`src/design/mrg_pkg.sv`:
```
// Shared constants, register indexes and payload types for the motor run guard.
`default_nettype none

package mrg_pkg;

	// Field widths
	localparam int DUTY_BITS      = 16;
	localparam int CURRENT_BITS   = 12;
	localparam int TIMER_BITS     = 16;
	localparam int COUNT_BITS     = 10;
	localparam int TIMEOUT_BITS   = 16;
	localparam int OC_THR_BITS    = 12;
	localparam int OC_MAX_BITS    = 10;
	localparam int FWD_LIMIT_BITS = 16;
	localparam int CFG_INDEX_BITS = 8;
	localparam int CFG_DATA_BITS  = 16;

	// 1/1.07 in Q15, rounded
	localparam int RECIP_BITS = 15;
	localparam logic [RECIP_BITS-1:0] RECIP_107 = RECIP_BITS'(30624);

	// Working widths
	localparam int TMO_CMP_BITS = (TIMER_BITS > TIMEOUT_BITS) ? TIMER_BITS : TIMEOUT_BITS;
	localparam int LIM_BITS =
		((DUTY_BITS > FWD_LIMIT_BITS) ? DUTY_BITS : FWD_LIMIT_BITS) + 3;
	localparam int PROD_BITS = DUTY_BITS + RECIP_BITS + 1;

	localparam logic [COUNT_BITS-1:0] COUNT_MAX = '1;
	localparam logic [TIMER_BITS-1:0] TIMER_MAX = '1;

	// Register reset values
	localparam logic [TIMEOUT_BITS-1:0]   RST_RUN_TIMEOUT = TIMEOUT_BITS'(250);
	localparam logic [OC_THR_BITS-1:0]    RST_OC_THRESH   = OC_THR_BITS'(1280);
	localparam logic [OC_MAX_BITS-1:0]    RST_OC_MAX      = OC_MAX_BITS'(150);
	localparam logic [FWD_LIMIT_BITS-1:0] RST_FWD_LIMIT   = FWD_LIMIT_BITS'(32768);

	// Register indexes
	localparam logic [CFG_INDEX_BITS-1:0] REG_RUN_TIMEOUT = CFG_INDEX_BITS'(0);
	localparam logic [CFG_INDEX_BITS-1:0] REG_OC_THRESH   = CFG_INDEX_BITS'(1);
	localparam logic [CFG_INDEX_BITS-1:0] REG_OC_MAX      = CFG_INDEX_BITS'(2);
	localparam logic [CFG_INDEX_BITS-1:0] REG_FWD_LIMIT   = CFG_INDEX_BITS'(3);

	typedef struct packed {
		logic                           enabled;
		logic signed [DUTY_BITS-1:0]    requested_duty;
		logic        [CURRENT_BITS-1:0] motor_current;
		logic signed [DUTY_BITS-1:0]    forward_speed;
	} in_item_t;

	typedef struct packed {
		logic signed [DUTY_BITS-1:0]    drive_duty;
		logic                           tripped;
		logic        [CURRENT_BITS-1:0] reported_current;
	} out_item_t;

	typedef struct packed {
		logic [TIMEOUT_BITS-1:0]   run_timeout_ticks;
		logic [OC_THR_BITS-1:0]    overcurrent_threshold;
		logic [OC_MAX_BITS-1:0]    overcurrent_max_count;
		logic [FWD_LIMIT_BITS-1:0] forward_limit;
	} cfg_t;

	// Guard verdict handed to the datapath
	typedef struct packed {
		logic                        tripped;
		logic signed [DUTY_BITS-1:0] duty;
	} guard_res_t;

endpackage

`default_nettype wire

```
`src/design/mrg_ifs.sv`:
```
// Valid/ready channel interfaces for items, results and register writes.
`default_nettype none

interface mrg_in_if;
	logic               valid;
	logic               ready;
	mrg_pkg::in_item_t  data;
	modport source (output valid, output data, input ready);
	modport sink   (input valid, input data, output ready);
endinterface

interface mrg_out_if;
	logic               valid;
	logic               ready;
	mrg_pkg::out_item_t data;
	modport source (output valid, output data, input ready);
	modport sink   (input valid, input data, output ready);
endinterface

interface mrg_cfg_if;
	logic                                 valid;
	logic                                 ready;
	logic [mrg_pkg::CFG_INDEX_BITS-1:0]   index;
	logic [mrg_pkg::CFG_DATA_BITS-1:0]    wdata;
	modport source (output valid, output index, output wdata, input ready);
	modport sink   (input valid, input index, input wdata, output ready);
endinterface

`default_nettype wire

```
`src/design/mrg_cfg_regs.sv`:
```
// Configuration register file.
`default_nettype none

module mrg_cfg_regs (
	input  wire logic                                clk,
	input  wire logic                                arst_n,
	input  wire logic                                wr,
	input  wire logic [mrg_pkg::CFG_INDEX_BITS-1:0]  index,
	input  wire logic [mrg_pkg::CFG_DATA_BITS-1:0]   wdata,
	output mrg_pkg::cfg_t                            cfg
);

	mrg_pkg::cfg_t cfg_q;

	always_ff @(posedge clk or negedge arst_n) begin
		if (!arst_n) begin
			cfg_q.run_timeout_ticks     <= mrg_pkg::RST_RUN_TIMEOUT;
			cfg_q.overcurrent_threshold <= mrg_pkg::RST_OC_THRESH;
			cfg_q.overcurrent_max_count <= mrg_pkg::RST_OC_MAX;
			cfg_q.forward_limit         <= mrg_pkg::RST_FWD_LIMIT;
		end else if (wr) begin
			case (index)
				mrg_pkg::REG_RUN_TIMEOUT: begin
					cfg_q.run_timeout_ticks <= mrg_pkg::TIMEOUT_BITS'(wdata);
				end
				mrg_pkg::REG_OC_THRESH: begin
					cfg_q.overcurrent_threshold <= mrg_pkg::OC_THR_BITS'(wdata);
				end
				mrg_pkg::REG_OC_MAX: begin
					cfg_q.overcurrent_max_count <= mrg_pkg::OC_MAX_BITS'(wdata);
				end
				mrg_pkg::REG_FWD_LIMIT: begin
					cfg_q.forward_limit <= mrg_pkg::FWD_LIMIT_BITS'(wdata);
				end
				default: begin
					// unknown index: dropped
				end
			endcase
		end
	end

	assign cfg = cfg_q;

endmodule

`default_nettype wire

```
`src/design/mrg_guard.sv`:
```
// Run stopwatch, overcurrent counter and trip flag.
`default_nettype none

module mrg_guard (
	input  wire logic          clk,
	input  wire logic          arst_n,
	input  wire logic          step,
	input  wire mrg_pkg::in_item_t item,
	input  wire mrg_pkg::cfg_t     cfg,
	output mrg_pkg::guard_res_t res
);

	logic                                   run_q, run_d;
	logic [mrg_pkg::TIMER_BITS-1:0]         elapsed_q, elapsed_d;
	logic                                   trip_q, trip_d;
	logic [mrg_pkg::COUNT_BITS-1:0]         count_q, count_d;
	logic signed [mrg_pkg::DUTY_BITS-1:0]   prev_q, prev_d;
	logic                                   req_zero;
	logic                                   over;

	assign req_zero = (item.requested_duty == '0);
	assign over = item.motor_current >=
		mrg_pkg::CURRENT_BITS'(cfg.overcurrent_threshold);

	always_comb begin
		run_d     = run_q;
		elapsed_d = elapsed_q;
		trip_d    = trip_q;
		count_d   = count_q;
		prev_d    = prev_q;
		if (!item.enabled) begin
			trip_d = 1'b0;
		end else begin
			if (req_zero) begin
				run_d     = 1'b0;
				elapsed_d = '0;
				trip_d    = 1'b0;
			end else if (prev_q == '0) begin
				elapsed_d = '0;
				run_d     = 1'b1;
			end
			if (run_d && (elapsed_d != mrg_pkg::TIMER_MAX))
				elapsed_d = elapsed_d + 1'b1;
			if (mrg_pkg::TMO_CMP_BITS'(elapsed_d) >
				mrg_pkg::TMO_CMP_BITS'(cfg.run_timeout_ticks)) begin
				trip_d    = 1'b1;
				run_d     = 1'b0;
				elapsed_d = '0;
			end
			if (over) begin
				if (mrg_pkg::COUNT_BITS'(count_q) >
					mrg_pkg::COUNT_BITS'(cfg.overcurrent_max_count)) begin
					trip_d = 1'b1;
					if (run_d) begin
						run_d     = 1'b0;
						elapsed_d = '0;
					end
				end
				if (count_q != mrg_pkg::COUNT_MAX)
					count_d = count_q + 1'b1;
			end else begin
				count_d = '0;
			end
			prev_d = item.requested_duty;
		end
	end

	assign res.tripped = trip_d;
	assign res.duty    = trip_d ? '0 : item.requested_duty;

	always_ff @(posedge clk or negedge arst_n) begin
		if (!arst_n) begin
			run_q     <= 1'b0;
			elapsed_q <= '0;
			trip_q    <= 1'b0;
			count_q   <= '0;
			prev_q    <= '0;
		end else if (step) begin
			run_q     <= run_d;
			elapsed_q <= elapsed_d;
			trip_q    <= trip_d;
			count_q   <= count_d;
			prev_q    <= prev_d;
		end
	end

	// stopped watch always holds a cleared count
	a_idle_watch_clear: assert property (@(posedge clk) disable iff (!arst_n)
		!run_q |-> elapsed_q == '0)
		else $error("stopwatch stopped with nonzero count");

	// disabled period only drops the trip flag
	a_disabled_keeps: assert property (@(posedge clk) disable iff (!arst_n)
		step && !item.enabled |=>
		count_q == $past(count_q) && prev_q == $past(prev_q) &&
		run_q == $past(run_q) && !trip_q)
		else $error("disabled period changed guard state");

	// zero request below the overcurrent threshold clears the trip
	a_zero_req_untrips: assert property (@(posedge clk) disable iff (!arst_n)
		step && item.enabled && req_zero && !over |=> !trip_q && !run_q)
		else $error("zero request left guard tripped or running");

endmodule

`default_nettype wire

```
`src/design/mrg_limiter.sv`:
```
// Accelerating duty cap against scaled speed, with output saturation.
`default_nettype none

module mrg_limiter (
	input  wire logic signed [mrg_pkg::DUTY_BITS-1:0]   duty,
	input  wire logic signed [mrg_pkg::DUTY_BITS-1:0]   speed,
	input  wire logic        [mrg_pkg::FWD_LIMIT_BITS-1:0] fwd_limit,
	output logic signed      [mrg_pkg::DUTY_BITS-1:0]   drive
);

	localparam logic signed [mrg_pkg::LIM_BITS-1:0] DMAX =
		mrg_pkg::LIM_BITS'((2 ** (mrg_pkg::DUTY_BITS - 1)) - 1);
	localparam logic [mrg_pkg::PROD_BITS-1:0] ROUND_HALF =
		mrg_pkg::PROD_BITS'(2 ** (mrg_pkg::RECIP_BITS - 1));

	logic                                  neg;
	logic        [mrg_pkg::DUTY_BITS-1:0]  mag;
	logic        [mrg_pkg::PROD_BITS-1:0]  prod;
	logic signed [mrg_pkg::LIM_BITS-1:0]   d_m, scaled, cap, d_lim, d_out;

	always_comb begin
		neg  = speed[mrg_pkg::DUTY_BITS-1];
		// mirror negative speed so the cap is always on the positive side
		d_m  = neg ? -mrg_pkg::LIM_BITS'(duty) : mrg_pkg::LIM_BITS'(duty);
		mag  = neg ? $unsigned(~speed + 1'b1) : $unsigned(speed);
		prod = mrg_pkg::PROD_BITS'(mag) * mrg_pkg::PROD_BITS'(mrg_pkg::RECIP_107) +
			ROUND_HALF;
		scaled = $signed(mrg_pkg::LIM_BITS'(prod >> mrg_pkg::RECIP_BITS));
		cap    = scaled + $signed(mrg_pkg::LIM_BITS'(fwd_limit));
		d_lim  = d_m;
		if ((d_m > scaled) && (d_m > cap))
			d_lim = cap;
		d_out = neg ? -d_lim : d_lim;
		if (d_out > DMAX)
			d_out = DMAX;
		else if (d_out < -DMAX)
			d_out = -DMAX;
		drive = mrg_pkg::DUTY_BITS'(d_out);
	end

endmodule

`default_nettype wire

```
`src/design/motor_run_guard_with_current_limit.sv`:
```
// Top level of the motor run guard: input stage, guard, limiter and result register.
// Pipeline: a transaction accepted into the input stage is processed as it moves into
//   the result register and is shown on out from then on (two register stages).
// Throughput: one transaction per cycle while out takes results; guard state updates per transaction.
// Reset: arst_n clears guard state and handshake flags, loads register defaults.
// Configuration writes are taken in every cycle (cfg.ready is tied high).
`default_nettype none

module motor_run_guard_with_current_limit (
	input  wire logic   clk,
	input  wire logic   arst_n,
	mrg_in_if.sink      in,
	mrg_out_if.source   out,
	mrg_cfg_if.sink     cfg
);

	// Input stage
	logic                 valid_s1;
	mrg_pkg::in_item_t    item_s1;
	// Result register
	logic                 out_valid_q;
	mrg_pkg::out_item_t   out_q;

	mrg_pkg::cfg_t        cfg_regs;
	mrg_pkg::guard_res_t  guard_res;
	logic signed [mrg_pkg::DUTY_BITS-1:0] limited;
	logic                 advance;
	logic                 in_take;

	// Stage 1 moves into the result register whenever that register is free
	// or being drained this cycle.
	assign advance  = valid_s1 && (!out_valid_q || out.ready);
	assign in.ready = !valid_s1 || advance;
	assign in_take  = in.valid && in.ready;

	assign cfg.ready = 1'b1;

	mrg_cfg_regs u_cfg (
		.clk    (clk),
		.arst_n (arst_n),
		.wr     (cfg.valid),
		.index  (cfg.index),
		.wdata  (cfg.wdata),
		.cfg    (cfg_regs)
	);

	// Stopwatch / overcurrent state advances once per processed transaction
	mrg_guard u_guard (
		.clk    (clk),
		.arst_n (arst_n),
		.step   (advance),
		.item   (item_s1),
		.cfg    (cfg_regs),
		.res    (guard_res)
	);

	// Duty cap on the already trip-gated request
	mrg_limiter u_limiter (
		.duty      (guard_res.duty),
		.speed     (item_s1.forward_speed),
		.fwd_limit (cfg_regs.forward_limit),
		.drive     (limited)
	);

	always_ff @(posedge clk or negedge arst_n) begin
		if (!arst_n) begin
			valid_s1 <= 1'b0;
		end else if (in_take) begin
			valid_s1 <= 1'b1;
		end else if (advance) begin
			valid_s1 <= 1'b0;
		end
	end

	always_ff @(posedge clk) begin
		if (in_take) begin
			item_s1 <= in.data;
		end
	end

	always_ff @(posedge clk or negedge arst_n) begin
		if (!arst_n) begin
			out_valid_q <= 1'b0;
		end else if (advance) begin
			out_valid_q <= 1'b1;
		end else if (out.ready) begin
			out_valid_q <= 1'b0;
		end
	end

	// Disabled period: zero drive, no trip, zero reported current
	always_ff @(posedge clk) begin
		if (advance) begin
			out_q.drive_duty       <= item_s1.enabled ? limited : '0;
			out_q.tripped          <= item_s1.enabled && guard_res.tripped;
			out_q.reported_current <= item_s1.enabled ? item_s1.motor_current : '0;
		end
	end

	assign out.valid = out_valid_q;
	assign out.data  = out_q;

	// a tripped result never drives the motor
	a_trip_zero_drive: assert property (@(posedge clk) disable iff (!arst_n)
		out_valid_q && out_q.tripped |-> out_q.drive_duty == '0)
		else $error("tripped result with nonzero drive");

	// a stalled input stage keeps its transaction
	a_s1_hold: assert property (@(posedge clk) disable iff (!arst_n)
		valid_s1 && !advance |=> valid_s1 && $stable(item_s1))
		else $error("input stage lost a stalled transaction");

	// every processed transaction lands in the result register
	a_advance_fills: assert property (@(posedge clk) disable iff (!arst_n)
		advance |=> out_valid_q)
		else $error("processed transaction did not reach result register");

endmodule

`default_nettype wire
```
`src/flat_wrapper.sv`:
```
// flat-port wrapper written by rule: the top's interface ports become plain ports
module motor_run_guard_with_current_limit_flat 
  (clk, arst_n, in_valid, in_data, in_ready, out_valid, out_data, out_ready, cfg_valid, cfg_index, cfg_wdata, cfg_ready);
  mrg_in_if in_i ();
  mrg_out_if out_i ();
  mrg_cfg_if cfg_i ();
  input  wire logic clk;
  input  wire logic arst_n;
  input wire logic [$bits(in_i.valid)-1:0] in_valid;
  input wire logic [$bits(in_i.data)-1:0] in_data;
  output wire logic [$bits(in_i.ready)-1:0] in_ready;
  output wire logic [$bits(out_i.valid)-1:0] out_valid;
  output wire logic [$bits(out_i.data)-1:0] out_data;
  input wire logic [$bits(out_i.ready)-1:0] out_ready;
  input wire logic [$bits(cfg_i.valid)-1:0] cfg_valid;
  input wire logic [$bits(cfg_i.index)-1:0] cfg_index;
  input wire logic [$bits(cfg_i.wdata)-1:0] cfg_wdata;
  output wire logic [$bits(cfg_i.ready)-1:0] cfg_ready;
  assign in_i.valid = in_valid;
  assign in_i.data = in_data;
  assign in_ready = in_i.ready;
  assign out_valid = out_i.valid;
  assign out_data = out_i.data;
  assign out_i.ready = out_ready;
  assign cfg_i.valid = cfg_valid;
  assign cfg_i.index = cfg_index;
  assign cfg_i.wdata = cfg_wdata;
  assign cfg_ready = cfg_i.ready;
  motor_run_guard_with_current_limit u_core (.clk(clk), .arst_n(arst_n), .in(in_i), .out(out_i), .cfg(cfg_i));
endmodule
```
`config.mk`:
```
export PLATFORM = sky130hd
export DESIGN_NAME = motor_run_guard_with_current_limit_flat
export DESIGN_NICKNAME = d
export VERILOG_FILES = /design/src/design/mrg_pkg.sv /design/src/design/mrg_ifs.sv /design/src/design/mrg_cfg_regs.sv /design/src/design/mrg_guard.sv /design/src/design/mrg_limiter.sv /design/src/design/motor_run_guard_with_current_limit.sv /design/src/flat_wrapper.sv
export SDC_FILE = /design/constraint.sdc
export NUM_CORES = 1
export LEC_CHECK = 0
export BUFFER_PORTS_ARGS = -buffer_cell sky130_fd_sc_hd__buf_4
export CORE_MARGIN = 5
export CORE_UTILIZATION = 57
export CTS_CLUSTER_SIZE = 16
export DETAILED_ROUTE_END_ITERATION = 6
export PLACE_DENSITY = 0.79
export SLEW_MARGIN = 20
export SYNTH_ARGS = -nofsm -noshare
export SYNTH_HDL_FRONTEND = slang
export SYNTH_HIERARCHICAL = 1
export SYNTH_SLANG_ARGS = --single-unit
```
`constraint.sdc`:
```
create_clock -name clk -period 13.7 [get_ports clk]
set_input_delay 0.685 -clock clk [delete_from_list [all_inputs] [get_ports clk]]
set_output_delay 0.685 -clock clk [all_outputs]
set_load 0.05 [all_outputs]
```
# Word-level counts from Yosys, hierarchy flattened
# Cells that the tools add are included.
dict set report word_totals {
  reg_bits 174
  latchBits 0
  ramBits 0
  romBits 0
  inputBits 74
  out_inout_bits 32
  wordCells 97
  memories 0
}
dict set report classes {
  n_addsub 7
  multipliers 1
  n_div 0
  n_lt_le_gt_ge 7
  eq_ne 6
  shifts 0
  n_mux 34
  bitwise 2
  n_reduce_logical 21
}
# operator count
set ops {}
lappend ops {{16-bit two-way mux} 12}
lappend ops {{19-bit two-way mux} 3}
lappend ops {{16-bit by 1-bit adder with 16-bit output (second input constant)} 2}
lappend ops {{31-bit by 15-bit adder with 32-bit output (second input constant)} 1}
lappend ops {{16-bit zero test} 2}
lappend ops {{16-bit by 10-bit multiplier with 26-bit output (second input constant)} 1}
lappend ops {{10-bit two-way mux} 2}
lappend ops {{19-bit by 16-bit greater-than comparator with 1-bit output (second input constant)} 1}
lappend ops {{19-bit by 18-bit greater-than comparator with 1-bit output} 1}
lappend ops {{19-bit greater-than comparator} 1}
lappend ops {{19-bit by 16-bit less-than comparator with 1-bit output (second input constant)} 1}
lappend ops {{16-bit negation with 19-bit output} 1}
lappend ops {{19-bit negation} 1}
lappend ops {{17-bit by 16-bit adder with 18-bit output} 1}
lappend ops {{8-bit by 2-bit == test with 1-bit output (second input constant)} 2}
lappend ops {{16-bit greater-than comparator} 1}
lappend ops {{1-bit two-way mux} 16}
lappend ops {{16-bit inequality test (second input constant)} 1}
lappend ops {{16-bit inverter} 1}
lappend ops {{15-bit two-way mux} 1}
lappend ops {{12-bit >= comparator} 1}
lappend ops {{10-bit by 1-bit adder with 10-bit output (second input constant)} 1}
lappend ops {{10-bit greater-than comparator} 1}
lappend ops {{10-bit inequality test (second input constant)} 1}
lappend ops {{other kinds (11)} 22}

# Depth between registers and ports, before layout
# Gate-level depths: netlist of run 1.
dict set report logic_depth {
  word_depth 24
  depth_mapped 65
  ltp_nobuf 57
}

# Hierarchy
# The synthesis of run 1 kept the hierarchy.
# module n_inst cells_each area_each_um2 seq_area_each_um2
set modules_own_cells {}
lappend modules_own_cells {mrg_limiter 1 1156 8718.4 0.0}
lappend modules_own_cells {mrg_guard 1 447 3582.2 1101.1}
lappend modules_own_cells {motor_run_guard_with_current_limit 1 116 2578.7 2272.2}
lappend modules_own_cells {mrg_cfg_regs 1 119 2119.5 1367.6}

# Worst setup path before layout of run 1
# OpenSTA, ideal clock, no wires.
dict set report synth_timing {
  kind {register to register}
  startpoint {register u_core/item_s1[15] (netlist bit)}
  endpoint {register u_core.out_q (netlist bit u_core/out.data[18]) (data pin)}
  setup_time_ns 0.253
  arrival_ns 14.136
  t_required_ns 13.447
  setup_slack_ns -0.689
  path_stages_with_launch 65
  path_buffers 16
  period_less_slack_ns 14.389
  path_cell_list {edfxtp_1 clkbuf_1 buf_1 clkbuf_1 clkbuf_1 clkbuf_1 clkbuf_1 clkbuf_1 nand2_1 xnor2_1 ha_1 inv_1 fa_1 inv_1 fa_1 fa_1 inv_1 fa_1 (+29 left out) buf_6 buf_6 buf_2 a21oi_1 ha_1 clkbuf_1 nand3_1 nor2_1 and3_1 clkbuf_1 nand2_1 a2111oi_0 nor2_1 o311a_1 a311oi_2 buf_6 a211oi_1 and2_4}
}
dict set report synth_between {
  elab_chain_cells 14
  word_cells_on_any_way 17
  classes_between {add/sub: 4; mul: 1; order compare: 4; mux: 6; bitwise: 1; reduce/logical: 1}
}
# element line
set synth_rtl {}
lappend synth_rtl {{from (decl)} motor_run_guard_with_current_limit.sv:19} ;# mrg_pkg::in_item_t item_s1;
lappend synth_rtl {{from (signal assigned)} motor_run_guard_with_current_limit.sv:77} ;# item_s1 <= in.data;
lappend synth_rtl {{16-bit inverter} mrg_limiter.sv:25} ;# mag = neg ? $unsigned(~speed + 1'b1) : $unsigned(speed);
lappend synth_rtl {{16-bit by 1-bit adder with 16-bit output} mrg_limiter.sv:25}
lappend synth_rtl {{16-bit two-way mux} mrg_limiter.sv:25}
lappend synth_rtl {{16-bit by 10-bit multiplier with 26-bit output} mrg_limiter.sv:26} ;# prod = mrg_pkg::PROD_BITS'(mag) * mrg_pkg::PROD_BITS'(mrg_pkg::RECIP_107) +
lappend synth_rtl {{31-bit by 15-bit adder with 32-bit output} mrg_limiter.sv:26}
lappend synth_rtl {{17-bit by 16-bit adder with 18-bit output} mrg_limiter.sv:29} ;# cap = scaled + $signed(mrg_pkg::LIM_BITS'(fwd_limit));
lappend synth_rtl {{19-bit greater-than comparator} mrg_limiter.sv:31} ;# if ((d_m > scaled) && (d_m > cap))
lappend synth_rtl {{1-bit logical AND} mrg_limiter.sv:31}
lappend synth_rtl {{19-bit two-way mux} mrg_limiter.sv:31}
lappend synth_rtl {{19-bit negation} mrg_limiter.sv:33} ;# d_out = neg ? -d_lim : d_lim;
lappend synth_rtl {{19-bit two-way mux *} mrg_limiter.sv:33}
lappend synth_rtl {{19-bit by 16-bit less-than comparator with 1-bit output} mrg_limiter.sv:36} ;# else if (d_out < -DMAX)
lappend synth_rtl {{16-bit two-way mux} mrg_limiter.sv:36}
lappend synth_rtl {{15-bit two-way mux *} mrg_limiter.sv:34} ;# if (d_out > DMAX)
lappend synth_rtl {{via u_core.limited, one bit} motor_run_guard_with_current_limit.sv:26} ;# logic signed [mrg_pkg::DUTY_BITS-1:0] limited;
lappend synth_rtl {{to (decl)} motor_run_guard_with_current_limit.sv:22} ;# mrg_pkg::out_item_t out_q;
# Mark *: on every way through the listed nets, which the timed path passes. The rest lies on a longest branch.
# A chain may end at the register's enable or synchronous reset.

# Final worst setup path of run 1
dict set report layout_timing {
  startpoint {register u_core/item_s1[3] (netlist bit)}
  endpoint {register u_core.out_q (netlist bit u_core/out.data[24]) (data pin)}
}
dict set report layout_between {
  elab_chain_cells 14
  word_cells_on_any_way 16
  classes_between {add/sub: 4; mul: 1; order compare: 4; mux: 5; bitwise: 1; reduce/logical: 1}
}
# element line
set layout_rtl {}
lappend layout_rtl {{16-bit inverter} mrg_limiter.sv:25}
lappend layout_rtl {{16-bit by 1-bit adder with 16-bit output} mrg_limiter.sv:25}
lappend layout_rtl {{16-bit two-way mux *} mrg_limiter.sv:25}
lappend layout_rtl {{16-bit by 10-bit multiplier with 26-bit output *} mrg_limiter.sv:26}
lappend layout_rtl {{31-bit by 15-bit adder with 32-bit output *} mrg_limiter.sv:26}
lappend layout_rtl {{17-bit by 16-bit adder with 18-bit output} mrg_limiter.sv:29}
lappend layout_rtl {{19-bit greater-than comparator} mrg_limiter.sv:31}
lappend layout_rtl {{1-bit logical AND} mrg_limiter.sv:31}
lappend layout_rtl {{19-bit two-way mux *} mrg_limiter.sv:31}
lappend layout_rtl {{19-bit negation} mrg_limiter.sv:33}
lappend layout_rtl {{19-bit two-way mux *} mrg_limiter.sv:33}
lappend layout_rtl {{19-bit by 16-bit less-than comparator with 1-bit output} mrg_limiter.sv:36}
lappend layout_rtl {{16-bit two-way mux} mrg_limiter.sv:36}
lappend layout_rtl {{15-bit two-way mux *} mrg_limiter.sv:34}
lappend layout_rtl {{via u_core.limited, one bit} motor_run_guard_with_current_limit.sv:26}
# Marks and branches as above.

==> results of run 1 <==
## stage by stage
stage	instances	hold WS (ps)	TNS (ps)	util
2_1_floorplan	1838	389	0	-
3_3_place_gp	2295	459	0	0.613
3_5_place_dp	2295	465	0	0.613
4_1_cts	2327	152	0	0.633
5_1_grt	2335	176	-1220	0.641
6_report	2336	162	0	0.641
## cell usage in the layout (no fill, tap or decap), drive strengths merged, types with 22 or more instances in the layout
cell type  synthesis  routed
inv              238     247
ha               166     166
nand2            165     165
buf               28     136
nor2              88      88
dfrtp             87      87
a21oi             86      86
o21ai             82      82
edfxtp            74      74
fa                74      74
and2              65      65
mux2              59      59
xnor2             58      58
nand3             50      50
xor2              46      46
nand4             35      35
a211oi            32      32
nor3              30      30
a21o              24      24
and3              22      22
## final cells by class
type                            instances  area, sq um  share of cell area
Antenna cell                            1         2.50            0.000132
Clock buffer                           17          425              0.0224
Clock inverter                         15          166             0.00878
Inverter                              238          893              0.0471
Multi-Input combinational cell       1365        11200               0.592
Sequential cell                       174         4740               0.250
Tap cell                              390          488              0.0257
Timing Repair Buffer                  136         1020              0.0541
## worst max-delay path, delay by kind of cell, from the launching register on
kind / cells / cell delay (ps)
AOI/OAI and AO/OA: 18 / 3880
adders and majority gates: 9 / 3790
and+or+nand+nor: 11 / 2570
xor gates and xnor gates: 4 / 990
buffers and inverters: 8 / 880
DFF: 1 / 460
muxes: 1 / 230
## cells in the mapped netlist, types with 9 or more instances
cell      number
a311oi_1      10
dfrtp_1       87
a31oi_1       11
clkbuf_1      32
buf_2         12
nand2b_1      15
inv_1        236
a211oi_1      29
o41ai_1        9
and3_1        21
mux2_2        54
or2_2          9
nor2b_1       10
edfxtp_1      74
a21o_1        23
o21ai_1       10
o211ai_1      19
fa_1          74
dfstp_2       13
nor3_1        28
and4_1         9
nand2_1      165
nand3_1       50
nand4_1       33
and2_2         9
ha_1         166
o21ai_0       71
o31ai_1       12
nor4_1        19
xor2_1        45
or3_1         17
mux2i_1       18
a21oi_1       85
and2_1        47
nor2_1        86
xnor2_1       58
## flip-flops by register name, summed over array words and instances (netlist names)
register / cells
u_core/item_s1: 45
u_core/out.data: 29
u_core/out.valid: 1
u_core/u_cfg/cfg: 54
u_core/u_guard/count_q: 10
u_core/u_guard/elapsed_q: 16
u_core/u_guard/prev_q: 16
u_core/u_guard/run_q: 1
u_core/u_guard/trip_q: 1
u_core/valid_s1: 1
## cell families after synthesis
family / count (synthesis) / share of synthesized area
other: 1 / 0.000221
multiplexers: 77 / 0.0499
flip-flops: 174 / 0.279
AND/OR/NAND/NOR: 568 / 0.181
XOR/XNOR: 105 / 0.0554
AO/OA/AOI/OAI: 374 / 0.152
adder cells (fa/ha/maj): 240 / 0.209
buffers and inverters: 299 / 0.0730
## worst max-delay path by stage
stage | start | to | slack (ps)
after floorplan | u_core/item_s1[15] | u_core/out.data[18] | 40
after global placement | u_core/item_s1[2] | u_core/out.data[21] | 460
after detailed placement | u_core/item_s1[2] | u_core/out.data[20] | 110
after CTS | u_core/item_s1[2] | u_core/out.data[27] | 50
after global routing | u_core/item_s1[3] | u_core/out.data[26] | -110
final | u_core/item_s1[3] | u_core/out.data[24] | 620
## metal layers
| layer | GRT usage | share of wire | vias up |
|---|---|---|---|
| met3 | 0.0464 | 0.063 | 100 |
| li1 | - | - | 6696 |
| met5 | 0 | 0 | - |
| met4 | 0.0820 | 0.029 | 0 |
| met1 | 0.371 | 0.44 | 6836 |
| met2 | 0.439 | 0.47 | 556 |
## what timing repair did
| action | in CTS | in global routing |
|---|---|---|
| setup buffers | 0 | 8 |
| endpoints found under the setup margin | 0 | 16 |
| resized for setup | 0 | 41 |
==> key figures, run 1 <==
Global route
  • Largest net degree at the start of global routing: 71
  • Overall Global Routing Usage: 0.270
  • Antenna violations before repair: 0
  • GRT overflow: 0
  • First-pass GRT wire length: between 70 and 80 mm
  • Number of global-route vias before repair: roughly 14,000

Detailed routing
  • Drt drc: 0
  • Drt first pass iters: 5
  • WL final: 44.6 mm
  • Via density: 6.07
  • Antenna Nets Post-Route: 0
  • WL/cell: 19.1 microns
  • 1st-iter DRT viols: between 1,000 and 1,500
  • Via count: 14,188

Min path
  • Worst min path class: in2async

Synth
  • Post-synthesis cell count: around 1,800
  • EDFF count, synth: 74
  • Yosys warning count: 6
  • Synth area leader: edfxtp_1
  • Seq/Total Area, Yosys: 0.279
  • Syn nets: 2,152
  • Mean post-synth cell area: 9.25 sq um
  • Synthesized area: 17,000 sq um
  • Top-area cell type share of the netlist area: 0.131
  • Synth unique cells: 109
  • Flops & latches, synth: 174
  • Fraction of registers with async set/reset: 0.575
  • Commonest register cell after synthesis: dfrtp_1
  • Top cells by area, synth: edfxtp_1 (13%), dfrtp_1 (13%), ha_1 (12%)

Placement
  • Pre-CTS WS: ~110 ps
  • Placed Area: 18,100 sq um
  • Gpl congestion: roughly 0.95
  • Hpwl dp: 35.0 mm
  • IO Port Bufs: 104

Die
  • Core area: 29,600 sq um
  • I/O Pins: approximately 110
  • Die W: 183 microns
  • Placement Rows: 63
  • Die H: 183 microns
  • Die ar.: 33,400 sq um
  • Starting Density: 0.575

Worst setup path
  • Top cell by count, worst path: inv_1
  • Reg2Reg Depth: 51
  • CP Launch Type: flip-flop
  • R2r endpoint: u_core/out.data[24]
  • Crit-path max FO: 13
  • Setup crit end kind: flip-flop
  • R2r setup slk: around 620 ps
  • Slowest CP cell: fa_1
  • Critical R2R Launch: u_core/item_s1[3]
  • Critical path class: reg2reg
  • CP arrival: 13,280 ps
  • Slowest stage delay, CP: 540 ps
  • Critical Path RT: 13,900 ps

STA
  • Setup Skew: 17.9 ps
  • Finish-stage setup viols: 0
  • Fin crit share: 0.955
  • Crit path time final: about 13,000 ps
  • Setup ws final: 621 ps
  • Worst Tran Pin Value: 942 ps
  • Max Slew Vio Count: 0
  • Max-slew headroom: 0.368
  • Final hold vios: 0
  • Fmax achieved: 0.0765 GHz

Clocking
  • Clk pin slew, worst setup/hold paths: 80 ps
  • Clk_lat worst skew: 460 ps
  • CTS Buf Count: 17
  • CTS tree: done
  • Number of clock sinks: roughly 170
  • Number of H-tree levels: 4
  • # hold bufs at CTS: 0
  • Clock root buffer master: clkbuf_16
  • Max Root-Sink Buffers: 2

Cells and area
  • Fin nets: 2,246
  • Post-route cell area: 19,000 sq um
  • Fillers: between 2,000 and 2,500
  • Layout cells sized above 1: 0.174
  • Area grow syn2layout: 11.5%

Run status
  • Status: finished clean

Run
  • Max_cap viols: 0
Power of run 1 is not shown: default switching activity piles up to over one toggle a cycle in this logic, so the estimate is an artifact.
==> run 2: changes to the inputs <==
Settings changed: RECOVER_POWER set to 25.
==> run 2 against run 1 <==
Compared with the run above: the run now ends with capacitance limit, slew limit left; register-to-register slack worse by 30 ps; hold slack better by 260 ps; setup slack worse by 29 ps; sequential cell count stayed put; die area stayed put; cell count stayed put; critical path type unchanged; critical endpoint is now u_core/out.data[22]; highest routed layer unchanged.
==> key figures, run 2 (synthesis results as in run 1) <==
Run status
  • Status: finished with violations
  • Violated checks: capacitance limit, slew limit

Clocking
  • Clock root buffer master: clkbuf_16
  • Number of clock sinks: 174
  • Number of H-tree levels: 4
  • CTS tree: done
  • Clk pin slew, worst setup/hold paths: ~80 ps
  • Clk_lat worst skew: 460 ps
  • CTS Buf Count: 17
  • Max Root-Sink Buffers: 2

Placement
  • Hpwl dp: around 35 mm
  • Gpl congestion: 0.949
  • Post-Place Cells: 2,295
  • Pre-CTS WS: 106 ps
  • IO Port Bufs: approximately 100

Die
  • Starting Density: 0.575
  • Placement Rows: 63
  • I/O Pins: 106
  • Core area: about 30,000 sq um
  • Die H: 183 microns
  • Die W: 183 microns
  • Die ar.: 33,400 sq um

Detailed routing
  • WL/cell: 19.1 microns
  • WL final: between 40 and 50 mm
  • Drt first pass iters: 6
  • Via count: 14,185
  • Antenna Nets Post-Route: 0
  • Via density: just over 6
  • 1st-iter DRT viols: 1,390
  • Drt drc: 0

Worst setup path
  • Crit path to: u_core/out.data[22]
  • Slowest CP cell: fa_1
  • CP Launch Type: flip-flop
  • Critical Path Start: u_core/item_s1[3]
  • R2r endpoint: u_core/out.data[22]
  • R2r setup slk: just under 600 ps
  • CP delay by family, top: compound AO/OA/AOI/OAI gates
  • Crit-path max FO: 13
  • Critical path depth: 51
  • Reg2Reg Depth: 51
  • WP buf/inv: 8
  • Critical path class: reg2reg
  • Setup crit end kind: flip-flop
  • Top cell by count, worst path: inv_1
  • Critical R2R Launch: u_core/item_s1[3]
  • Slowest stage delay, CP: between 500 and 600 ps
  • Critical Path RT: 13,900 ps
  • CP arrival: 13,310 ps

Global route
  • GRT overflow: 0
  • Largest net degree at the start of global routing: roughly 70
  • Antenna violations before repair: 0
  • First-pass GRT wire length: roughly 73 mm
  • Number of global-route vias before repair: 14,240
  • Overall Global Routing Usage: 0.270

Cells and area
  • Most common cell after layout, fill and taps aside: inv_1
  • Final cell count without fillers: 2,336
  • Fillers: 2,377
  • Most frequent cells in the layout: inv_1 (236), nand2_1 (165), ha_1 (163)
  • Layout cells sized above 1: 0.173
  • Area grow syn2layout: 11.4%
  • Max reg flops: 54
  • Fin nets: 2,246

STA
  • Worst Tran Pin Value: 3740 ps
  • Setup TNS: 0 ps
  • Final hold vios: 0
  • Max-slew headroom: -1.49
  • Fin crit share: 0.957
  • Max Slew Vio Count: 103
  • Finish-stage setup viols: 0
  • Fmax achieved: 0.0763 GHz
  • Setup ws final: 593 ps
  • Crit path time final: 13,110 ps
  • Setup Skew: 16.9 ps

Run
  • Max_cap viols: 2

Min path
  • Worst min path class: in2reg
[run 2: cell types whose count changed in the layout (fill, tap and decap cells not counted), sizes merged]
cell    delta
clkbuf    +47
buf       -47
[run 2: repair_timing]
action                                 CTS  global route
setup endpoints to repair                0            16
hold buffers                             0             0
resized for setup                        0            41
endpoints found under the hold margin    0             0
buffers inserted                         0             8
[run 2: layer usage]
layer / share of wire / track usage
met4: 0.029 / 0.0820
met5: 0 / 0
met3: 0.061 / 0.0464
met1: 0.44 / 0.371
met2: 0.47 / 0.439
[run 2: final cells by class]
| type | count | area, sq um | share of cell area |
|---|---|---|---|
| Antenna cell | 1 | 2.50 | 0.000132 |
| Timing Repair Buffer | 136 | 1010 | 0.0535 |
| Clock buffer | 17 | 425 | 0.0225 |
| Multi-Input combinational cell | 1365 | 11200 | 0.592 |
| Inverter | 238 | 893 | 0.0472 |
| Clock inverter | 15 | 166 | 0.00879 |
| Sequential cell | 174 | 4740 | 0.250 |
| Tap cell | 390 | 488 | 0.0258 |
[run 2: worst min-delay path by stage]
stage / cells after the start / from / to / slack, ps
detailed placement: 2 / u_core/u_guard/prev_q[9] / u_core/u_guard/prev_q[9] / 460
CTS: 1 / arst_n / u_core/u_guard/prev_q[14] / 150
floorplan: 0 / arst_n / u_core/out.valid / 390
global placement: 2 / u_core/u_guard/prev_q[0] / u_core/u_guard/prev_q[0] / 460
finish: 1 / in_data[20] / u_core/item_s1[20] / 420
global route: 1 / in_data[20] / u_core/item_s1[20] / 400
[run 2: through the flow]
| step | instance area, sq um | utilization | hold slack, ps |
|---|---|---|---|
| finish | 18900 | 0.640 | 423 |
| global route | 18900 | 0.640 | 403 |
| CTS | 18700 | 0.633 | 152 |
| detailed placement | 18100 | 0.613 | 465 |
| global placement | 18100 | 0.613 | 459 |
| floorplan | 17000 | - | 389 |
Power of run 2 is left out for the same reason.
